[src/rtl/core/u8dec_pkg.sv]
// Package for the UTF-8 validating decoder: request types, status and
// command codes, and the lead byte classifier.
// No dependencies.
package u8dec_pkg;

  // Command codes on the input request
  localparam logic CMD_DATA = 1'b0;
  localparam logic CMD_EOS  = 1'b1;

  // Result status codes
  localparam logic [1:0] STATUS_OK         = 2'd0;
  localparam logic [1:0] STATUS_ILL_FORMED = 2'd1;
  localparam logic [1:0] STATUS_INCOMPLETE = 2'd2;

  // Continuation byte limits
  localparam logic [7:0] CONT_LOW_DEF  = 8'h80;
  localparam logic [7:0] CONT_HIGH_DEF = 8'hBF;

  // Result queue depth (must hold two results from one request plus slack)
  localparam int unsigned RES_DEPTH = 4;

  typedef struct packed {
    logic       cmd;
    logic [7:0] data_byte;
  } in_req_t;

  typedef struct packed {
    logic [20:0] code_point;
    logic [1:0]  status;
    logic [2:0]  byte_count;
    logic        last_of_run;
  } out_req_t;

  typedef enum logic [1:0] {
    LEAD_ASCII,
    LEAD_BAD,
    LEAD_OPEN
  } lead_kind_e;

  typedef struct packed {
    lead_kind_e  kind;
    logic [1:0]  need;
    logic [20:0] acc;
    logic [7:0]  low;
    logic [7:0]  high;
  } lead_t;

  // Classify a byte seen with no sequence pending
  function automatic lead_t lead_f(input logic [7:0] b);
    lead_t r;
    r.kind = LEAD_OPEN;
    r.need = 2'd0;
    r.acc  = '0;
    r.low  = CONT_LOW_DEF;
    r.high = CONT_HIGH_DEF;
    if (b inside {[8'h00:8'h7F]}) begin
      r.kind = LEAD_ASCII;
    end else if (!(b inside {[8'hC2:8'hF4]})) begin
      r.kind = LEAD_BAD;
    end else if (b inside {[8'hC2:8'hDF]}) begin
      r.need = 2'd1;
      r.acc  = {10'd0, b[4:0], 6'd0};
    end else if (b inside {[8'hE0:8'hEF]}) begin
      r.need = 2'd2;
      r.acc  = {5'd0, b[3:0], 12'd0};
      if (b == 8'hE0) r.low  = 8'hA0;
      if (b == 8'hED) r.high = 8'h9F;
    end else begin
      r.need = 2'd3;
      r.acc  = {b[2:0], 18'd0};
      if (b == 8'hF0) r.low  = 8'h90;
      if (b == 8'hF4) r.high = 8'h8F;
    end
    return r;
  endfunction

endpackage

[src/rtl/core/utf8_validating_decoder.sv]
// Top level of the UTF-8 validating decoder: sequence state, decode logic
// and a small result queue. Depends on u8dec_pkg.

// Takes one request per cycle while in_stall_o is low: a data byte or an end-of-string marker.
// Each request is decoded in the cycle it is accepted and its results (zero,
// one or two) go into a four-entry result queue, so the input keeps flowing
// while the output side stalls. The input stalls whenever fewer than two
// queue slots are free. A byte that breaks a sequence and is itself a
// complete or bad lead gives two results; every other request gives at
// most one. Ill-formed results carry the byte count of the broken prefix;
// end of string inside a sequence gives one incomplete result; end of
// string while idle gives none.
module utf8_validating_decoder (
  input  logic               clk_i,
  input  logic               rst_ni,
  input  logic               in_valid_i,
  output logic               in_stall_o,
  input  u8dec_pkg::in_req_t in_req_i,
  output logic               out_valid_o,
  input  logic               out_stall_i,
  output u8dec_pkg::out_req_t out_req_o
);
  import u8dec_pkg::*;

  localparam int unsigned PtrW = $clog2(RES_DEPTH);
  localparam int unsigned CntW = $clog2(RES_DEPTH + 1);

  // Sequence state
  logic [20:0] acc_q, acc_d;
  logic [1:0]  need_q, need_d;
  logic [2:0]  taken_q, taken_d;
  logic [7:0]  low_q, low_d;
  logic [7:0]  high_q, high_d;

  // Result queue
  out_req_t            res_q [RES_DEPTH];
  logic [PtrW-1:0]     wr_ptr_q, rd_ptr_q;
  logic [CntW-1:0]     cnt_q;

  logic     in_acc, out_acc;
  out_req_t res0, res1;
  logic [1:0] n_res;
  lead_t    lead;
  logic [20:0] acc_ext;

  assign in_acc  = in_valid_i && !in_stall_o;
  assign out_acc = out_valid_o && !out_stall_i;

  // Decode one request against the current sequence state
  always_comb begin
    lead    = lead_f(in_req_i.data_byte);
    acc_d   = acc_q;
    need_d  = need_q;
    taken_d = taken_q;
    low_d   = low_q;
    high_d  = high_q;
    res0    = '0;
    res1    = '0;
    n_res   = 2'd0;
    acc_ext = acc_q;
    case (need_q)
      2'd1:    acc_ext = acc_q | {15'd0, in_req_i.data_byte[5:0]};
      2'd2:    acc_ext = acc_q | {9'd0, in_req_i.data_byte[5:0], 6'd0};
      2'd3:    acc_ext = acc_q | {3'd0, in_req_i.data_byte[5:0], 12'd0};
      default: acc_ext = acc_q;
    endcase

    if (in_req_i.cmd == CMD_EOS) begin
      if (need_q != 2'd0) begin
        res0  = '{code_point: '0, status: STATUS_INCOMPLETE, byte_count: 3'd0,
                  last_of_run: 1'b1};
        n_res = 2'd1;
      end
      acc_d = '0; need_d = '0; taken_d = '0;
      low_d = CONT_LOW_DEF; high_d = CONT_HIGH_DEF;
    end else if (need_q == 2'd0) begin
      case (lead.kind)
        LEAD_ASCII: begin
          res0  = '{code_point: {13'd0, in_req_i.data_byte}, status: STATUS_OK,
                    byte_count: 3'd1, last_of_run: 1'b1};
          n_res = 2'd1;
        end
        LEAD_BAD: begin
          res0  = '{code_point: '0, status: STATUS_ILL_FORMED, byte_count: 3'd1,
                    last_of_run: 1'b1};
          n_res = 2'd1;
        end
        default: begin
          acc_d = lead.acc; need_d = lead.need; taken_d = 3'd1;
          low_d = lead.low; high_d = lead.high;
        end
      endcase
    end else if (in_req_i.data_byte >= low_q && in_req_i.data_byte <= high_q) begin
      // Valid continuation
      acc_d   = acc_ext;
      need_d  = need_q - 2'd1;
      taken_d = taken_q + 3'd1;
      low_d   = CONT_LOW_DEF;
      high_d  = CONT_HIGH_DEF;
      if (need_q == 2'd1) begin
        res0  = '{code_point: acc_ext, status: STATUS_OK, byte_count: taken_q + 3'd1,
                  last_of_run: 1'b1};
        n_res = 2'd1;
        acc_d = '0; taken_d = '0;
      end
    end else begin
      // Broken sequence: report the prefix, then treat the byte as a lead
      res0  = '{code_point: '0, status: STATUS_ILL_FORMED, byte_count: taken_q,
                last_of_run: 1'b0};
      acc_d = '0; need_d = '0; taken_d = '0;
      low_d = CONT_LOW_DEF; high_d = CONT_HIGH_DEF;
      case (lead.kind)
        LEAD_ASCII: begin
          res1  = '{code_point: {13'd0, in_req_i.data_byte}, status: STATUS_OK,
                    byte_count: 3'd1, last_of_run: 1'b1};
          n_res = 2'd2;
        end
        LEAD_BAD: begin
          res1  = '{code_point: '0, status: STATUS_ILL_FORMED, byte_count: 3'd1,
                    last_of_run: 1'b1};
          n_res = 2'd2;
        end
        default: begin
          res0.last_of_run = 1'b1;
          n_res = 2'd1;
          acc_d = lead.acc; need_d = lead.need; taken_d = 3'd1;
          low_d = lead.low; high_d = lead.high;
        end
      endcase
    end
  end

  // Sequence state registers
  always_ff @(posedge clk_i or negedge rst_ni) begin
    if (!rst_ni) begin
      acc_q   <= '0;
      need_q  <= '0;
      taken_q <= '0;
      low_q   <= CONT_LOW_DEF;
      high_q  <= CONT_HIGH_DEF;
    end else if (in_acc) begin
      acc_q   <= acc_d;
      need_q  <= need_d;
      taken_q <= taken_d;
      low_q   <= low_d;
      high_q  <= high_d;
    end
  end

  // Result queue storage
  always_ff @(posedge clk_i) begin
    if (in_acc && n_res != 2'd0) begin
      res_q[wr_ptr_q] <= res0;
      if (n_res == 2'd2) begin
        res_q[wr_ptr_q + PtrW'(1)] <= res1;
      end
    end
  end

  // Result queue pointers and fill count
  always_ff @(posedge clk_i or negedge rst_ni) begin
    if (!rst_ni) begin
      wr_ptr_q <= '0;
      rd_ptr_q <= '0;
      cnt_q    <= '0;
    end else begin
      if (in_acc) begin
        wr_ptr_q <= wr_ptr_q + PtrW'(n_res);
      end
      if (out_acc) begin
        rd_ptr_q <= rd_ptr_q + PtrW'(1);
      end
      cnt_q <= cnt_q + (in_acc ? CntW'(n_res) : CntW'(0)) - (out_acc ? CntW'(1) : CntW'(0));
    end
  end

  assign in_stall_o  = cnt_q > CntW'(RES_DEPTH - 2);
  assign out_valid_o = cnt_q != '0;
  assign out_req_o   = res_q[rd_ptr_q];

  // Queue never overfills
  assert property (@(posedge clk_i) disable iff (!rst_ni)
    cnt_q <= CntW'(RES_DEPTH))
    else $error("result queue overflow");

  // The partner of a non-final result is already queued behind it
  assert property (@(posedge clk_i) disable iff (!rst_ni)
    out_valid_o && !out_req_o.last_of_run |-> cnt_q >= CntW'(2))
    else $error("non-final result without its partner");

  // End of string always leaves the decoder idle
  assert property (@(posedge clk_i) disable iff (!rst_ni)
    in_acc && in_req_i.cmd == CMD_EOS |=> need_q == 2'd0)
    else $error("sequence pending after end of string");

  // No bytes counted while idle
  assert property (@(posedge clk_i) disable iff (!rst_ni)
    need_q == 2'd0 |-> taken_q == 3'd0)
    else $error("byte count held while idle");

endmodule

[config.mk]
export PLATFORM = sky130hd
export DESIGN_NAME = utf8_validating_decoder
export DESIGN_NICKNAME = d
export VERILOG_FILES = /design/src/rtl/core/u8dec_pkg.sv /design/src/rtl/core/utf8_validating_decoder.sv
export SDC_FILE = /design/constraint.sdc
export NUM_CORES = 1
export LEC_CHECK = 0
export BUFFER_PORTS_ARGS = -buffer_cell sky130_fd_sc_hd__buf_2
export CAP_MARGIN = 20
export CELL_PAD_IN_SITES_DETAIL_PLACEMENT = 0
export CELL_PAD_IN_SITES_GLOBAL_PLACEMENT = 1
export CORE_MARGIN = 1
export CORE_UTILIZATION = 50
export CTS_CLUSTER_DIAMETER = 200
export DETAILED_ROUTE_END_ITERATION = 12
export PLACE_DENSITY_LB_ADDON = 0.1
export SYNTH_ARGS = -nofsm -noshare
export SYNTH_HDL_FRONTEND = slang
export SYNTH_SLANG_ARGS = --single-unit
[constraint.sdc]
create_clock -name clk_i -period 9.3 [get_ports clk_i]
set_input_delay 0.93 -clock clk_i [delete_from_list [all_inputs] [get_ports clk_i]]
set_output_delay 0.93 -clock clk_i [all_outputs]
set_load 0.1 [all_outputs]
==> impl_metrics.py <==
metrics = {
    "cts": {
        "htree_levels": 4,
        "numCtsBuffers": 17,
        "cts-hold-fix-buffers": 0,
        "clk_latency_ns": 0.43,
        "cts_setup_buffers": 0,
        "cts_tree": "yes",
        "cts.sinks": 145,
        "cts_resized": 0,
        "clk_pin_slew_ns": 0.06,
        "cts_buffer_depth": 2,
        "cts_root_buf": "clkbuf_16",
    },
    "pwr": {
        "seqPwrFrac_pct": 35.2,
        "p_switching_uw": 946.9,
        "comb_power_share_pct": 35.7,
        "p_int_uw": 1296,
        "peakVddDrop_mv": 0.2616,
        "cellLeakagePower_uw": 0.003021,
        "clockPowerShare_pct": 29.1,
        "switching_share_pct": 42.21,
        "p_per_area_nw_per_um2": 277.0,
    },
    "sta": {
        "final-setup-viol-count": 0,
        "fin_crit_sh_pct": 42.52,
        "tns_ns": 0,
        "rsz0062_at_grt": "false",
        "clock_skew_ns": 0.01018,
        "finalHoldViolCount": 0,
        "max_freq_ghz": 0.2529,
        "fin_crit_ns": 3.954,
        "drv_slew": 0,
        "tightest_slew_ns": 1.009,
        "max_slew_margin_pct": 32.21,
    },
    "finish": {
        "drive_gt1_share_pct": 17.15,
        "antenna_cells": 0,
        "syn2layout_area_growth_pct": 11.93,
        "layoutNonFillerInstCount": 938,
        "final_nets": 772,
        "stdcell_area_um2": 8098,
        "fillers": 1201,
    },
    "setup_path": {
        "regToRegEndpoint": "res_q[2][9]",
        "crit_chain": "buf_2 -> nor4_1 -> a311oi_1 -> nor3_1 -> nand2_1 -> a31o_2 -> nand2b_1 -> ha_1 -> inv_1 -> ha_1 -> fa_1 -> xnor2_1",
        "crit_path_max_incr_delay_ns": 0.58,
        "cp.required_ns": 9.64,
        "path_class": "primary input to flip-flop",
        "rr_worst_depth": 8,
        "r2r-start": "need_q[0]",
        "crit_start": "in_req_i[2]",
        "endpoint": "cnt_q[2]",
        "cpMostUsedCell": "ha_1",
        "cp_top_family": "simple AND/OR/NAND/NOR gates",
        "path_buf_inv": 2,
        "regToRegSetupSlack_ns": 5.60,
        "cp-start-kind": "primary input",
        "crit_path_max_fanout": 14,
        "crit_arrival_ns": 4.30,
        "crit_cells": 12,
        "endpoint_kind": "flip-flop",
        "slowest_stage": "nor4_1",
    },
    "logic_synthesis": {
        "async_reset_ff_share_pct": 25.52,
        "yosys.area_share.simple_pct": 16.62,
        "synth-compound-area-share_pct": 18.16,
        "synthMuxAreaShare_pct": 9.097,
        "synth_commonest_cells": "142 x nand2_1, 68 x a21oi_1, 64 x dfxtp_1",
        "synth_top_family_by_area": "compound AO/OA/AOI/OAI gates",
        "yosysSeqAreaShare_pct": 48.81,
        "synth_top_area_share_pct": 18.26,
        "yosys-top-cells-area": "edfxtp_1 18%, dfxtp_1 18%, dfrtp_1 12%",
        "synthAdderAreaFrac_pct": 2.525,
        "synth_most_common_cell": "nand2_1",
        "yosysWarnings": 0,
        "avgSynthCellArea_um2": 9.883,
        "synthCells": 732,
        "synth-xor-area-share_pct": 0.6053,
        "synthesis.area_um2": 7234,
        "synth.distinct_cells": 59,
        "synthFlopType": "dfxtp_1",
        "synth-edff-count": 44,
        "synth_nets": 759,
        "synth_area_leader_cell": "edfxtp_1",
        "ys_seq_elements": 145,
    },
    "worst_hold_path": {
        "hold_class": "flip-flop to flip-flop",
        "min-delay-start": "res_q[3][14]",
    },
    "drt": {
        "drt_iter0_markers": 597,
        "wl_um": 19890,
        "drc": 0,
        "antenna_left": 0,
        "wl_per_cell_um": 21.20,
        "num_vias": 5871,
        "drt-pass1-iter-count": 5,
        "vias_per_cell": 6.259,
    },
    "placed_design": {
        "gp_congestion": 0.8781,
        "place_hpwl_um": 13590,
        "post_dp_cell_area_um2": 7535,
        "io_buffer_count": 41,
        "placed_cells": 906,
    },
    "status": {
        "outcome": "finished, final reports clean",
    },
    "die": {
        "dieArea_um2": 14950,
        "ios": 42,
        "core_region_area_um2": 13990,
        "chipHeight_um": 122.3,
        "row_count": 43,
        "initial_core_util_pct": 51.72,
        "die_x_um": 122.3,
    },
    "grt": {
        "grt_pass1_vias": 5605,
        "grt_first_pass_wirelength_um": 31500,
        "grt.total_usage_pct": 28.51,
        "antenna_found_initial": 0,
        "grt_max_degree": 38,
        "grt-ovfl-total": 0,
    },
    "run": {
        "cap_viol_max_count": 0,
    },
}
-- metal layers --
metal,wire [um],share of wire (%),track usage (%),vias up
li1,-,-,-,2710
met1,8648,43,38.82,2899
met2,9625,48,45.15,228
met3,1195,6.0,6.227,34
met4,421,2.1,9.223,0
met5,0,0,0,-
-- sequential cells by signal (all words and copies together) (netlist names) --
name and flops:
cnt_q 3, need_q 2, rd_ptr_q 2, res_q 108
wr_ptr_q 2, high_q 2, acc_q 21, taken_q 3
low_q 2
-- power by group through the flow --
stage | Combinational (uW) | Sequential, uW | Clock (uW)
after floorplan | 689 | 747 | 0
after global placement | 787 | 800 | 0
after detailed placement | 795 | 803 | 0
after CTS | 799 | 790 | 660
after global routing | 855 | 801 | 690
final | 801 | 789 | 653
-- how the worst min path moves through the flow --
stage	slack [ns]	endpoint	depth (start not counted)
floorplan	0.43	res_q[3][3]	2
global placement	0.44	res_q[0][3]	2
detailed placement	0.45	res_q[3][23]	2
CTS	0.45	res_q[3][14]	2
global route	0.47	res_q[3][14]	2
finish	0.45	res_q[3][14]	2
-- worst reg2reg max path, stage by stage, from the launching register on --
cell     delay, ns
dfrtp_1       0.42
inv_1         0.09
ha_1          0.42
inv_1         0.46
nand3_1       0.15
nor4_2        0.17
buf_4         0.25
or3_1         0.78
nand2_1       0.55
-- logic make-up after synthesis --
group	after synthesis
buf+inv	78
xor+xnor	5
flops	145
mux	32
compound gates	197
fa+ha+maj	14
simple gates	261
-- stage by stage --
stage	total power, uW	utilization (%)	hold slack [ns]	worst slack, ns
6_report	2243	57.89	0.4509	5.346
4_1_cts	2249	57.89	0.4521	5.369
3_5_place_dp	1598	53.86	0.4455	4.968
3_3_place_gp	1587	53.86	0.4352	5.158
2_1_floorplan	1436	-	0.4287	5.545
5_1_grt	2346	57.89	0.4678	5.157
-- cells in the final DEF, fill, tap and decap left out, types with 17 or more instances in the layout --
cell type / n
a21oi_1: 68
a22o_1: 32
buf_2: 41
clkbuf_16: 17
dfrtp_1: 34
dfxtp_1: 64
edfxtp_1: 44
inv_1: 20
mux4_2: 27
nand2_1: 142
nand3_1: 18
nor2_1: 24
o21ai_0: 29
o22ai_1: 21
-- layout make-up --
type | count | area, um^2 | area share, %
multi-input combinational | 509 | 3415 | 42.17
sequential | 145 | 3532 | 43.62
inverter | 20 | 75.07 | 0.9271
timing repair buffer | 52 | 287.8 | 3.554
tap | 180 | 225.2 | 2.781
clock buffer | 17 | 425.4 | 5.253
clock inverter | 15 | 137.6 | 1.700
Power figures use the tool's default switching activity.
